===== config.mk =====
export PLATFORM = sky130hd
export DESIGN_NAME = frame_header_parser
export DESIGN_NICKNAME = d
export VERILOG_FILES = /design/src/hdl/fhp_pkg.sv /design/src/hdl/fhp_capture.sv /design/src/hdl/fhp_result.sv /design/src/hdl/frame_header_parser.sv
export SDC_FILE = /design/constraint.sdc
export NUM_CORES = 1
export LEC_CHECK = 0
export ABC_AREA = 1
export BUFFER_PORTS_ARGS = -buffer_cell sky130_fd_sc_hd__buf_4
export CAP_MARGIN = 5
export CORE_ASPECT_RATIO = 0.6
export CORE_MARGIN = 10
export CORE_UTILIZATION = 40
export DETAILED_ROUTE_END_ITERATION = 8
export SETUP_SLACK_MARGIN = 0.1
export SYNTH_ARGS = -nofsm -noshare
export SYNTH_HDL_FRONTEND = slang
export SYNTH_SLANG_ARGS = --single-unit

===== constraint.sdc =====
create_clock -name aclk -period 8 [get_ports aclk]
set_input_delay 1.6 -clock aclk [delete_from_list [all_inputs] [get_ports aclk]]
set_output_delay 1.6 -clock aclk [all_outputs]
set_load 0.01 [all_outputs]

===== src/hdl/fhp_pkg.sv =====
// shared types and constants for the frame header parser
`timescale 1ns / 1ps

package fhp_pkg;

    localparam int unsigned HEADER_BYTES = 13;
    localparam int unsigned COUNT_W      = 16;

    // byte offsets inside the frame header
    localparam logic [COUNT_W-1:0] OFS_MAGIC_FIRST  = 16'd0;
    localparam logic [COUNT_W-1:0] OFS_MAGIC_SECOND = 16'd1;
    localparam logic [COUNT_W-1:0] OFS_VERSION      = 16'd2;
    localparam logic [COUNT_W-1:0] OFS_TYPE         = 16'd3;
    localparam logic [COUNT_W-1:0] OFS_ROLE         = 16'd4;
    localparam logic [COUNT_W-1:0] OFS_SOURCE_LO    = 16'd5;
    localparam logic [COUNT_W-1:0] OFS_SOURCE_HI    = 16'd6;
    localparam logic [COUNT_W-1:0] OFS_DEST_LO      = 16'd7;
    localparam logic [COUNT_W-1:0] OFS_DEST_HI      = 16'd8;
    localparam logic [COUNT_W-1:0] OFS_SEQ_LO       = 16'd9;
    localparam logic [COUNT_W-1:0] OFS_SEQ_HI       = 16'd10;
    localparam logic [COUNT_W-1:0] OFS_LEN_LO       = 16'd11;
    localparam logic [COUNT_W-1:0] OFS_LEN_HI       = 16'd12;

    localparam logic [COUNT_W-1:0] HEADER_LEN  = COUNT_W'(HEADER_BYTES);
    localparam logic [COUNT_W-1:0] COUNT_MAX   = {COUNT_W{1'b1}};

    // configuration register indexes
    localparam logic [1:0] REG_MAGIC_FIRST  = 2'd0;
    localparam logic [1:0] REG_MAGIC_SECOND = 2'd1;
    localparam logic [1:0] REG_VERSION      = 2'd2;

    typedef enum logic [2:0] {
        STATUS_OK          = 3'd0,
        STATUS_TOO_SHORT   = 3'd1,
        STATUS_BAD_MAGIC   = 3'd2,
        STATUS_BAD_VERSION = 3'd3,
        STATUS_TOO_LONG    = 3'd4
    } status_t;

    typedef struct packed {
        logic [7:0]  frame_kind;
        logic [7:0]  source_role;
        logic [15:0] source_node;
        logic [15:0] dest_node;
        logic [15:0] sequence_res;
        logic [15:0] payload_length;
    } header_t;

    // frame state as it stands once the current word is taken in
    typedef struct packed {
        logic [COUNT_W-1:0] byte_count;
        logic               magic_bad;
        logic               version_bad;
        header_t            hdr;
    } frame_sum_t;

endpackage


===== src/hdl/fhp_capture.sv =====
// per-frame byte counter, header checks and field capture
`timescale 1ns / 1ps

module fhp_capture
    import fhp_pkg::*;
(
    input  logic       aclk,
    input  logic       aresetn,
    input  logic       byte_accept,
    input  logic [7:0] data_byte,
    input  logic       last_byte,
    input  logic [7:0] magic_first,
    input  logic [7:0] magic_second,
    input  logic [7:0] version_code,
    output frame_sum_t frame_next
);

    frame_sum_t frame_reg;

    always_comb begin
        frame_next = frame_reg;
        if (frame_reg.byte_count != COUNT_MAX) begin
            frame_next.byte_count = frame_reg.byte_count + 1'b1;
        end
        unique case (frame_reg.byte_count)
            OFS_MAGIC_FIRST: begin
                if (data_byte != magic_first) frame_next.magic_bad = 1'b1;
            end
            OFS_MAGIC_SECOND: begin
                if (data_byte != magic_second) frame_next.magic_bad = 1'b1;
            end
            OFS_VERSION: begin
                if (data_byte != version_code) frame_next.version_bad = 1'b1;
            end
            OFS_TYPE:      frame_next.hdr.frame_kind           = data_byte;
            OFS_ROLE:      frame_next.hdr.source_role          = data_byte;
            OFS_SOURCE_LO: frame_next.hdr.source_node[7:0]     = data_byte;
            OFS_SOURCE_HI: frame_next.hdr.source_node[15:8]    = data_byte;
            OFS_DEST_LO:   frame_next.hdr.dest_node[7:0]       = data_byte;
            OFS_DEST_HI:   frame_next.hdr.dest_node[15:8]      = data_byte;
            OFS_SEQ_LO:    frame_next.hdr.sequence_res[7:0]    = data_byte;
            OFS_SEQ_HI:    frame_next.hdr.sequence_res[15:8]   = data_byte;
            OFS_LEN_LO:    frame_next.hdr.payload_length[7:0]  = data_byte;
            OFS_LEN_HI:    frame_next.hdr.payload_length[15:8] = data_byte;
            default: ;
        endcase
    end

    // the last word of a buffer starts a fresh frame
    always_ff @(posedge aclk) begin
        if (!aresetn) begin
            frame_reg <= '0;
        end else if (byte_accept) begin
            if (last_byte) begin
                frame_reg <= '0;
            end else begin
                frame_reg <= frame_next;
            end
        end
    end

endmodule


===== src/hdl/fhp_result.sv =====
// status decision and result output register
`timescale 1ns / 1ps

module fhp_result
    import fhp_pkg::*;
(
    input  logic        aclk,
    input  logic        aresetn,
    input  logic        frame_done,
    input  frame_sum_t  frame_sum,
    input  logic        m_ready,
    output logic        m_valid,
    output logic [2:0]  m_status,
    output header_t     m_hdr
);

    logic        valid_reg;
    status_t     status_reg;
    header_t     hdr_reg;
    status_t     status_next;
    header_t     hdr_next;
    logic [15:0] room;

    assign room = frame_sum.byte_count - HEADER_LEN;

    always_comb begin
        priority if (frame_sum.byte_count < HEADER_LEN) begin
            status_next = STATUS_TOO_SHORT;
        end else if (frame_sum.magic_bad) begin
            status_next = STATUS_BAD_MAGIC;
        end else if (frame_sum.version_bad) begin
            status_next = STATUS_BAD_VERSION;
        end else if (frame_sum.hdr.payload_length > room) begin
            status_next = STATUS_TOO_LONG;
        end else begin
            status_next = STATUS_OK;
        end
        if (status_next == STATUS_OK || status_next == STATUS_TOO_LONG) begin
            hdr_next = frame_sum.hdr;
        end else begin
            hdr_next = '0;
        end
    end

    always_ff @(posedge aclk) begin
        if (!aresetn) begin
            valid_reg <= 1'b0;
        end else if (frame_done) begin
            valid_reg <= 1'b1;
        end else if (m_ready) begin
            valid_reg <= 1'b0;
        end
    end

    always_ff @(posedge aclk) begin
        if (frame_done) begin
            status_reg <= status_next;
            hdr_reg    <= hdr_next;
        end
    end

    assign m_valid  = valid_reg;
    assign m_status = status_reg;
    assign m_hdr    = hdr_reg;

endmodule


===== src/hdl/frame_header_parser.sv =====
// top level of the frame header parser
`timescale 1ns / 1ps

// Frame header parser. A received buffer enters one byte per word on the s_
// channel, with s_last_byte set on its final byte. The block counts the bytes
// (saturating at 65535), checks bytes 0 and 1 against the magic registers and
// byte 2 against the version register, and captures the frame type, source
// role and the little-endian source node, destination node, sequence number
// and payload length from bytes 3 to 12. Each last byte yields one result word
// on the m_ channel; other bytes yield none. The status is the first that
// applies of: too short (under 13 bytes), bad magic, bad version, payload
// longer than the bytes after the header, ok. For the first three the header
// fields read zero. One word is taken per clock cycle; a result appears in the
// cycle after its last byte and sits in a single output register, and input
// stalls only while that register is full and m_ready is low. Configuration
// registers are written through cfg_we/cfg_index/cfg_wdata, index 0 first
// magic byte, 1 second magic byte, 2 version; other indexes are ignored.
// A byte is checked against the register value present when it arrives.

module frame_header_parser
    import fhp_pkg::*;
(
    input  logic        aclk,
    input  logic        aresetn,

    // configuration write port
    input  logic        cfg_we,
    input  logic [1:0]  cfg_index,
    input  logic [7:0]  cfg_wdata,

    // byte stream in
    input  logic        s_valid,
    output logic        s_ready,
    input  logic [7:0]  s_data_byte,
    input  logic        s_last_byte,

    // result out
    output logic        m_valid,
    input  logic        m_ready,
    output logic [2:0]  m_status,
    output logic [7:0]  m_frame_kind,
    output logic [7:0]  m_source_role,
    output logic [15:0] m_source_node,
    output logic [15:0] m_dest_node,
    output logic [15:0] m_sequence_res,
    output logic [15:0] m_payload_length
);

    logic [7:0] magic_first_reg;
    logic [7:0] magic_second_reg;
    logic [7:0] version_code_reg;

    logic       byte_accept;
    logic       frame_done;
    frame_sum_t frame_sum;
    header_t    out_hdr;

    // configuration registers
    always_ff @(posedge aclk) begin
        if (!aresetn) begin
            magic_first_reg  <= '0;
            magic_second_reg <= '0;
            version_code_reg <= '0;
        end else if (cfg_we) begin
            unique case (cfg_index)
                REG_MAGIC_FIRST:  magic_first_reg  <= cfg_wdata;
                REG_MAGIC_SECOND: magic_second_reg <= cfg_wdata;
                REG_VERSION:      version_code_reg <= cfg_wdata;
                default: ;
            endcase
        end
    end

    // input stalls only when the result register is full and not draining
    assign s_ready     = !m_valid || m_ready;
    assign byte_accept = s_valid && s_ready;
    assign frame_done  = byte_accept && s_last_byte;

    fhp_capture u_capture (
        .aclk         (aclk),
        .aresetn      (aresetn),
        .byte_accept  (byte_accept),
        .data_byte    (s_data_byte),
        .last_byte    (s_last_byte),
        .magic_first  (magic_first_reg),
        .magic_second (magic_second_reg),
        .version_code (version_code_reg),
        .frame_next   (frame_sum)
    );

    fhp_result u_result (
        .aclk       (aclk),
        .aresetn    (aresetn),
        .frame_done (frame_done),
        .frame_sum  (frame_sum),
        .m_ready    (m_ready),
        .m_valid    (m_valid),
        .m_status   (m_status),
        .m_hdr      (out_hdr)
    );

    // unpack the result word onto its field ports
    assign m_frame_kind     = out_hdr.frame_kind;
    assign m_source_role    = out_hdr.source_role;
    assign m_source_node    = out_hdr.source_node;
    assign m_dest_node      = out_hdr.dest_node;
    assign m_sequence_res   = out_hdr.sequence_res;
    assign m_payload_length = out_hdr.payload_length;

endmodule

==> results of run 1 <==
[area by class of cell]
type / count / area (µm²)
repair buffers: 116 / 870.8
clock inverters: 12 / 145.1
inverters: 153 / 574.3
well taps: 329 / 411.6
multi-input cells: 892 / 4377
fillers: 2495 / 13350
flip-flops and latches: 206 / 4955
clock buffers: 26 / 544.3
[per-stage QoR]
stage / hold slack, ns / power [mW] / cell area (µm²)
after global placement: 0.4440 / 1.286 / 11190
after global routing: 0.4748 / 2.346 / 11880
after detailed placement: 0.4464 / 1.286 / 11190
after floorplan: 0.4297 / 1.221 / 10200
final: 0.4547 / 2.262 / 11880
after CTS: 0.4563 / 2.291 / 11880
[synth_stat cells, types with 2 or more instances]
cell | number | area (µm²)
nand2_1 | 379 | 1423
inv_1 | 149 | 559.3
dfxtp_1 | 123 | 2462
a21oi_1 | 122 | 610.6
o21ai_0 | 114 | 570.6
nor2_2 | 87 | 544.3
edfxtp_1 | 83 | 2492
nor2_1 | 63 | 236.5
clkbuf_1 | 47 | 176.4
nand3_1 | 34 | 170.2
ha_1 | 20 | 250.2
xor2_1 | 16 | 140.1
nor3_1 | 15 | 75.07
buf_6 | 8 | 90.09
buf_1 | 6 | 22.52
nand4_1 | 6 | 37.54
buf_2 | 5 | 25.02
nand2_2 | 5 | 31.28
nand3_2 | 3 | 30.03
nand3b_1 | 3 | 22.52
nor4_1 | 3 | 18.77
xnor2_1 | 3 | 26.28
a2bb2oi_1 | 2 | 17.52
and2_1 | 2 | 12.51
clkinv_1 | 2 | 7.510
inv_2 | 2 | 7.510
o21ai_1 | 2 | 10.01
[where the power goes]
part / internal (mW) / switching, mW / total (mW)
sequential: 1.11 / 0.00942 / 1.12
combinational: 0.0431 / 0.0983 / 0.141
clock: 0.584 / 0.416 / 1.00
[logic make-up (layout without fill, tap and decap cells)]
kind of cell	Yosys count	after routing	share of synthesized area, %
simple gates	605	605	26.04
compound gates	247	247	12.38
buf+inv	220	307	8.779
flops	206	206	48.55
fa+ha+maj	20	20	2.452
xor+xnor	20	20	1.790
[routing by layer]
| metal | wire length (µm) | part of all wire, % | up-vias | track usage, % |
|---|---|---|---|---|
| met5 | 0 | 0 | - | 0 |
| met4 | 395 | 1.4 | 0 | 2.988 |
| met3 | 1903 | 6.9 | 32 | 3.378 |
| met2 | 11210 | 41 | 243 | 24.01 |
| met1 | 14050 | 51 | 3962 | 25.24 |
| li1 | - | - | 4365 | - |
[cells in the final DEF, fill, tap and decap left out, types with 5 or more instances in the layout]
master | synthesis | layout
a21oi_1 | 122 | 122
buf_4 | 1 | 116
clkbuf_1 | 47 | 5
clkbuf_16 | 0 | 21
dfxtp_1 | 123 | 123
edfxtp_1 | 83 | 83
ha_1 | 20 | 20
inv_1 | 149 | 149
nand2_1 | 379 | 378
nand2_2 | 5 | 5
nand3_1 | 34 | 34
nand4_1 | 6 | 6
nor2_1 | 63 | 61
nor2_2 | 87 | 87
nor3_1 | 15 | 15
o21ai_0 | 114 | 114
xor2_1 | 16 | 16
[worst max-delay path: stages (launching register included)]
cell and delay, ns:
dfxtp_1 0.42, ha_1 0.31, nand3_2 0.14, inv_2 0.06
nand2_2 0.10, inv_2 0.03, nand3_1 0.34, nand3_1 0.32
nor2_1 0.18, nand2_1 0.06, nor2_1 0.14, nand3_2 0.18
nand4_4 0.45, buf_4 0.80, nor2_2 0.06
[how the worst max path moves through the flow]
stage                                  startpoint                    to  slack (ns)  cells past startpoint
after detailed placement           s_data_byte[5]     u_result.m_hdr[8]        3.53                      9
after CTS                 u_capture.frame_reg[82]    u_result.m_hdr[32]        4.05                     13
after floorplan                           m_ready     u_result.m_hdr[0]        1.87                      5
after global routing      u_capture.frame_reg[82]    u_result.m_hdr[32]        3.62                     14
final                     u_capture.frame_reg[82]     u_result.m_hdr[8]        4.01                     14
after global placement             s_data_byte[5]  u_result.m_status[2]        3.67                      9
==> metrics, run 1 <==
Final Max Slew Viols=0; n_diodes=0; Iteration-0 DRC Markers=775; CTS Sinks=206; number of vias per cell=4.961; Starting Density=40.46%; iteration count of the initial detailed-routing pass=5; placed insts=1696; clock slew at reported path FFs=0.07 ns; leakage power=4.242 nW; Core Area=25220 µm²; RR Endpoint=u_result.m_hdr[8]; power per cell area=190.4 nW/µm²; die span in y=143.7 µm; routability cong.=0.8702; Clock Latency Late Sink=0.50 ns; Final setup violation count=0; WHS Endpoint=version_code_reg[0]; H-tree Lvls=1; #FFs+latches synth=206; Area Growth Syn to Fin=16.39%; Relative slew margins=26.39%; Layout Nets=1434; clk buf depth=3; total wire length=27550 µm; setup bufs post-CTS=0; worst reg2reg path depth=14; worst reg2reg startpoint=u_capture.frame_reg[82]; post-synth net total=1362; post-synthesis cell area=10200 µm²; CP Launch Type=register; synthesized instance count=1318; clock root cell=clkbuf_16; Post-Syn Area per Cell=7.743 µm²; GRT Util Overall=16.73%; Worst Setup Path Type=reg2reg; post-layout util=47.09%; Main synth FF type=dfxtp_1; status=completed; first-pass GRT wire length=43750 µm; arrival time worst endpoint=4.21 ns; RSZ-0062 raised after global routing=false; Max Cap Viol=0; full die area=32510 µm²; fin worst setup slack=4.006 ns; Non-Filler Instances=1734; sequential area share after synthesis=48.55%; crit path max fanout=59; Post-CTS Resized=0; TritonCTS Buffers=21; largest net degree at the start of global routing=98; worst hold path depth=2; layout cells sized above 1=18.08%; Post-synth EDFFs=83; initial antenna violation count=0; Hold WC Path Type=reg2reg; final hold violations=0; CTS tree=yes; hold buffers post-CTS=0; Peak VDD IR=120.3 µV; Setup WS pre-CTS=3.532 ns; FFs w/ async S/R, synth=0%; IO Pins=109; final cycle utilization of the critical path=49.93%; remaining global-route overflow=0; DR vias=8602; input/output buffers=108; DR WL/cell=15.89 µm; Die W=226.2 µm; Syn. warnings=0; Residual DRC=0; DP Wirelength=19060 µm; Routed Antenna Nets=0; count of cell types in the netlist=41; vias in the first global route=7966; Largest register FFs=98; R2R setup slack=4.01 ns; WP data required=8.22 ns; Final Critical Period=3.994 ns; crit end category=register; hold wc startpoint=version_code_reg[0]; cell row count=45; Slew @ Worst Pin=1.104 ns; Peak Freq=0.2504 GHz; TNS Setup=0 ns; clock skew=0.01126 ns
Note: power is estimated with default switching activity, not from simulation.
==> run 2, diff against run 1 <==
--- a/config.mk
+++ b/config.mk
@@ -5,7 +5,7 @@
 export SDC_FILE = /design/constraint.sdc
 export NUM_CORES = 1
 export LEC_CHECK = 0
-export ABC_AREA = 1
+export ABC_AREA = 0
 export BUFFER_PORTS_ARGS = -buffer_cell sky130_fd_sc_hd__buf_4
 export CAP_MARGIN = 5
 export CORE_ASPECT_RATIO = 0.6
==> constraint.sdc (replaced) <==
create_clock -name aclk -period 3.3 [get_ports aclk]
set_input_delay 0.66 -clock aclk [delete_from_list [all_inputs] [get_ports aclk]]
set_output_delay 0.66 -clock aclk [all_outputs]
set_load 0.01 [all_outputs]
==> metrics, run 2 <==
status=finished, violations left; failing checks=setup timing; Clock Latency Late Sink=0.50 ns; largest net degree at the start of global routing=94; Hold WC Path Type=in2reg; final cycle utilization of the critical path=101.4%; first-pass GRT wire length=49580 µm; Starting Density=41.26%; total wire length=32260 µm; WP data required=3.52 ns; FF+latch area=4961 µm²; GRT Util Overall=18.23%; fin worst setup slack=-0.04618 ns; hold buffers post-CTS=0; initial antenna violation count=0; power per cell area=444.3 nW/µm²; clock slew at reported path FFs=0.07 ns; H-tree Lvls=1; R2R setup slack=-0.05 ns; Peak VDD IR=251.3 µV; CTS tree=yes; most frequent cells in the layout=206 x buf_4, 123 x nor2b_1, 120 x dfxtp_1; IO Pins=109; clock root cell=clkbuf_16; synthesized instance count=1023; Area Growth Syn to Fin=24.71%; CTS Sinks=206; sequential area share after synthesis=46.88%; routability cong.=0.9212; Largest register FFs=98; post-synth net total=1067; worst reg2reg startpoint=u_capture.frame_reg[83]; crit end category=register; clock skew=0.007909 ns; DP Wirelength=22200 µm; Slew @ Worst Pin=1.029 ns; RSZ-0062 raised after global routing=true; Iteration-0 DRC Markers=900; final hold violations=0; TritonCTS Buffers=21; DR vias=8602; Peak Freq=0.2988 GHz; Post-Syn Area per Cell=10.33 µm²; n_diodes=0; Final setup violation count=1; cell row count=45; Worst Setup Path Type=reg2reg; post-synthesis cell area=10570 µm²; Synth area leaders=edfxtp_1 24%, dfxtp_1 23%, mux2i_1 8.7%; Syn. warnings=0; input/output buffers=108; most common cell after layout, fill and taps aside=buf_4; final hold slack=0.4390 ns; Filler Cell Count=2322; die span in y=145.9 µm; Routed Antenna Nets=0; CP Launch Type=register; RR Endpoint=u_result.m_status[2]; Die W=229.9 µm; DR WL/cell=21.18 µm; Core Area=25620 µm²; vias in the first global route=8160; worst hold path depth=3; number of vias per cell=5.648; cell taking the most area after synthesis=edfxtp_1; Final Critical Period=3.346 ns; remaining global-route overflow=0; #FFs+latches synth=206; Main synth FF type=dfxtp_1; count of cell types in the netlist=57; synth cell count leaders=123 x dfxtp_1, 123 x nor2b_1, 92 x mux2i_1; top cell type's share of synthesized area=23.58%; crit path max fanout=5; FFs w/ async S/R, synth=0%; Post-synth EDFFs=83; iteration count of the initial detailed-routing pass=5; Residual DRC=0; leakage power=5.268 nW; layout cells sized above 1=25.53%; hold wc startpoint=cfg_wdata[5]; full die area=33540 µm²; arrival time worst endpoint=3.56 ns; Final Max Slew Viols=0; Layout Nets=1201; Max Cap Viol=0; Total Power=5.856 mW; multi-input logic area=5256 µm²; Relative slew margins=31.25%; clk buf depth=3; worst reg2reg path depth=12; WHS Endpoint=version_code_reg[5]
==> run 2: cell types whose count changed after synthesis, moves of 88 or more <==
cell     before  now
nor2b_1       0  123
inv_1       149   20
a21oi_1     122   13
nand2_1     379   24
a22oi_1       0   88
mux2i_1       0   92
o21ai_0     114   21
==> run 2: report_power, final <==
part           total, mW  switching, mW  internal [mW]
registers           2.71         0.0205           2.69
logic              0.433          0.271          0.162
clock network       2.72           1.03           1.69
==> run 2: how the worst max path moves through the flow <==
stage	from	to	slack, ns	cells past startpoint
after global routing	u_capture.frame_reg[94]	u_result.m_status[2]	-0.18	15
final	u_capture.frame_reg[83]	u_result.m_status[2]	-0.05	12
after global placement	u_capture.frame_reg[82]	u_result.m_status[2]	-0.13	14
after detailed placement	u_capture.frame_reg[82]	u_result.m_status[2]	-0.16	14
after CTS	u_capture.frame_reg[83]	u_result.m_status[2]	0.008	13
after floorplan	u_capture.frame_reg[82]	u_result.m_status[2]	-0.05	14
==> run 2: cell type report <==
| type | count | share of cell area [%] |
|---|---|---|
| Clock inverter | 12 | 1.661 |
| Multi-Input combinational cell | 692 | 39.88 |
| Inverter | 21 | 0.6265 |
| Sequential cell | 206 | 37.64 |
| Tap cell | 352 | 3.342 |
| Timing Repair Buffer | 215 | 12.60 |
| Clock buffer | 25 | 4.253 |
==> run 2: kinds of logic after synthesis <==
kind of cell | after synthesis | synth area share [%]
flip-flops | 206 | 46.88
adder cells (fa/ha/maj) | 20 | 2.368
AND/OR/NAND/NOR | 271 | 14.85
XOR/XNOR | 41 | 3.398
multiplexers | 107 | 10.31
AO/OA/AOI/OAI | 253 | 17.19
buffers and inverters | 125 | 5.008
==> run 2: timing repair <==
action	CTS	global route
setup endpoints to repair	72	72
resized for setup	23	17
buffers inserted	4	1
pin swaps	8	8
==> run 2: metal layers <==
| layer | routed length (µm) | up-vias | GRT usage (%) | part of all wire (%) |
|---|---|---|---|---|
| li1 | - | 4068 | - | - |
| met1 | 16490 | 4187 | 28.57 | 51 |
| met2 | 12740 | 308 | 24.74 | 39 |
| met3 | 2527 | 39 | 3.596 | 7.8 |
| met4 | 504 | 0 | 3.570 | 1.6 |
| met5 | 0 | - | 0 | 0 |
==> run 2: through the flow <==
stage	std cells	setup slack, ns	setup TNS, ns	cell area, µm²	util, %
3_5_place_dp	1481	-0.1631	-0.1889	12190	47.57
6_report	1523	-0.04618	-0.04618	13180	51.45
4_1_cts	1522	0.007897	0	13100	51.12
5_1_grt	1523	-0.1777	-0.1777	13180	51.45
3_3_place_gp	1481	-0.1269	-0.1269	12190	47.57
2_1_floorplan	1023	-0.04858	-0.04858	10600	-
==> run 2: worst max-delay path, stage by stage (launching register included) <==
cell	delay, ns
dfxtp_4	0.36
ha_4	0.16
and3_4	0.19
nand2_1	0.06
or4b_1	0.48
a311o_2	0.45
buf_6	0.17
nor4_4	0.18
xor2_1	0.11
ha_1	0.21
or3_1	0.36
o31ai_1	0.25
a211oi_1	0.07
==> run 3, diff against run 2 <==
--- a/config.mk
+++ b/config.mk
@@ -8,7 +8,6 @@
 export ABC_AREA = 0
 export BUFFER_PORTS_ARGS = -buffer_cell sky130_fd_sc_hd__buf_4
 export CAP_MARGIN = 5
-export CORE_ASPECT_RATIO = 0.6
 export CORE_MARGIN = 10
 export CORE_UTILIZATION = 40
 export DETAILED_ROUTE_END_ITERATION = 8
==> metrics, run 3 (synthesized netlist as in run 2, its figures left out) <==
WHS Endpoint=version_code_reg[0]; leakage power=5.155 nW; CTS tree=yes; GRT Util Overall=17.14%; clk buf depth=3; number of vias per cell=5.500; arrival time worst endpoint=3.56 ns; Layout Nets=1189; final hold violations=0; most common cell after layout, fill and taps aside=buf_4; hold wc startpoint=cfg_wdata[0]; WP data required=3.54 ns; Filler Cell Count=2421; Total Power=5.717 mW; full die area=33320 µm²; die span in y=182.6 µm; Peak Freq=0.3012 GHz; RSZ-0062 raised after global routing=true; fin worst setup slack=-0.02052 ns; initial antenna violation count=0; total wire length=29720 µm; worst reg2reg startpoint=u_capture.frame_reg[83]; DR WL/cell=19.86 µm; DP Wirelength=20110 µm; Relative slew margins=28.76%; DR vias=8233; layout cells sized above 1=24.61%; Starting Density=40.56%; Max Cap Viol=0; Core Area=26060 µm²; largest net degree at the start of global routing=124; input/output buffers=108; CTS Sinks=206; Largest register FFs=98; Worst Setup Path Type=reg2reg; status=finished, violations left; first-pass GRT wire length=46830 µm; Final Max Slew Viols=0; Slew @ Worst Pin=1.069 ns; most frequent cells in the layout=197 x buf_4, 123 x nor2b_1, 120 x dfxtp_1; final cycle utilization of the critical path=100.6%; clock root cell=clkbuf_16; TNS Setup=-0.02052 ns; R2R setup slack=-0.02 ns; clock slew at reported path FFs=0.06 ns; Clock Latency Late Sink=0.51 ns; Routed Antenna Nets=0; Area Growth Syn to Fin=22.99%; Setup WS pre-CTS=-0.02122 ns; Residual DRC=0; worst reg2reg path depth=14; remaining global-route overflow=0; routability cong.=0.8811; worst hold path depth=3; Final Critical Period=3.321 ns; clock skew=0.009638 ns; RR Endpoint=u_result.m_status[2]; failing checks=setup timing; crit end category=register; iteration count of the initial detailed-routing pass=6; cell row count=59; IO Pins=109; Iteration-0 DRC Markers=663; Hold WC Path Type=in2reg; Final setup violation count=1; n_diodes=0; Die W=182.6 µm; vias in the first global route=8177; power per cell area=439.9 nW/µm²; H-tree Lvls=1; TritonCTS Buffers=23; CP Launch Type=register; crit path max fanout=6; Peak VDD IR=407.2 µV; post-layout util=49.88%
==> run 3: stage by stage <==
stage	area [µm²]	hold WS [ns]	cells
2_1_floorplan	10600	0.4718	1023
3_3_place_gp	12080	0.4831	1453
3_5_place_dp	12080	0.4889	1453
4_1_cts	12870	0.4145	1495
5_1_grt	13000	0.4186	1497
6_report	13000	0.4253	1497
==> run 3: cell type report <==
type / instances / area, µm² / share of cell area (%)
Clock inverter: 12 / 120.1 / 0.9241
Clock buffer: 30 / 653.1 / 5.025
Timing Repair Buffer: 201 / 1544 / 11.88
Sequential cell: 206 / 4959 / 38.15
Tap cell: 335 / 419.2 / 3.225
Inverter: 21 / 82.58 / 0.6353
Multi-Input combinational cell: 692 / 5221 / 40.17
==> run 3: repair_timing <==
action                                  CTS  global route
endpoints found under the setup margin   28            39
pin swaps                                 0            15
gates resized for setup                   6            26
buffers inserted                          0             2
hold buffers                              0             0
==> run 3: how the worst max path moves through the flow <==
stage | startpoint | end
2_1_floorplan | u_capture.frame_reg[82] | u_result.m_status[2]
3_3_place_gp | u_capture.frame_reg[82] | u_result.m_status[2]
3_5_place_dp | u_capture.frame_reg[82] | u_result.m_status[2]
4_1_cts | u_capture.frame_reg[82] | u_result.m_status[2]
5_1_grt | u_capture.frame_reg[83] | u_result.m_status[2]
6_report | u_capture.frame_reg[83] | u_result.m_status[2]
==> run 3: per-layer routing <==
layer	vias up	global-route usage, %	part of all wire, %
met5	-	0	0
met4	0	4.523	2.0
met3	41	2.493	4.8
met2	199	29.10	49
met1	3976	22.23	45
li1	4017	-	-
==> run 3: power breakdown <==
part | internal, mW | switching [mW]
clock | 1.56 | 1.04
sequential | 2.69 | 0.0186
combinational | 0.157 | 0.257
total | 4.40 | 1.32
==> run 3: worst max-delay path, cell delays in order, from the launching register on <==
cell and delay (ns):
dfxtp_2 0.36, ha_4 0.16, and3_4 0.19, nand2_2 0.05, or4b_1 0.46, a311o_2 0.50, nor2_4 0.14, a21oi_2 0.04
ha_1 0.33, a21oi_2 0.14, nor2b_1 0.05, o21ai_1 0.17, a21oi_2 0.08, o31ai_1 0.26, a211oi_1 0.08
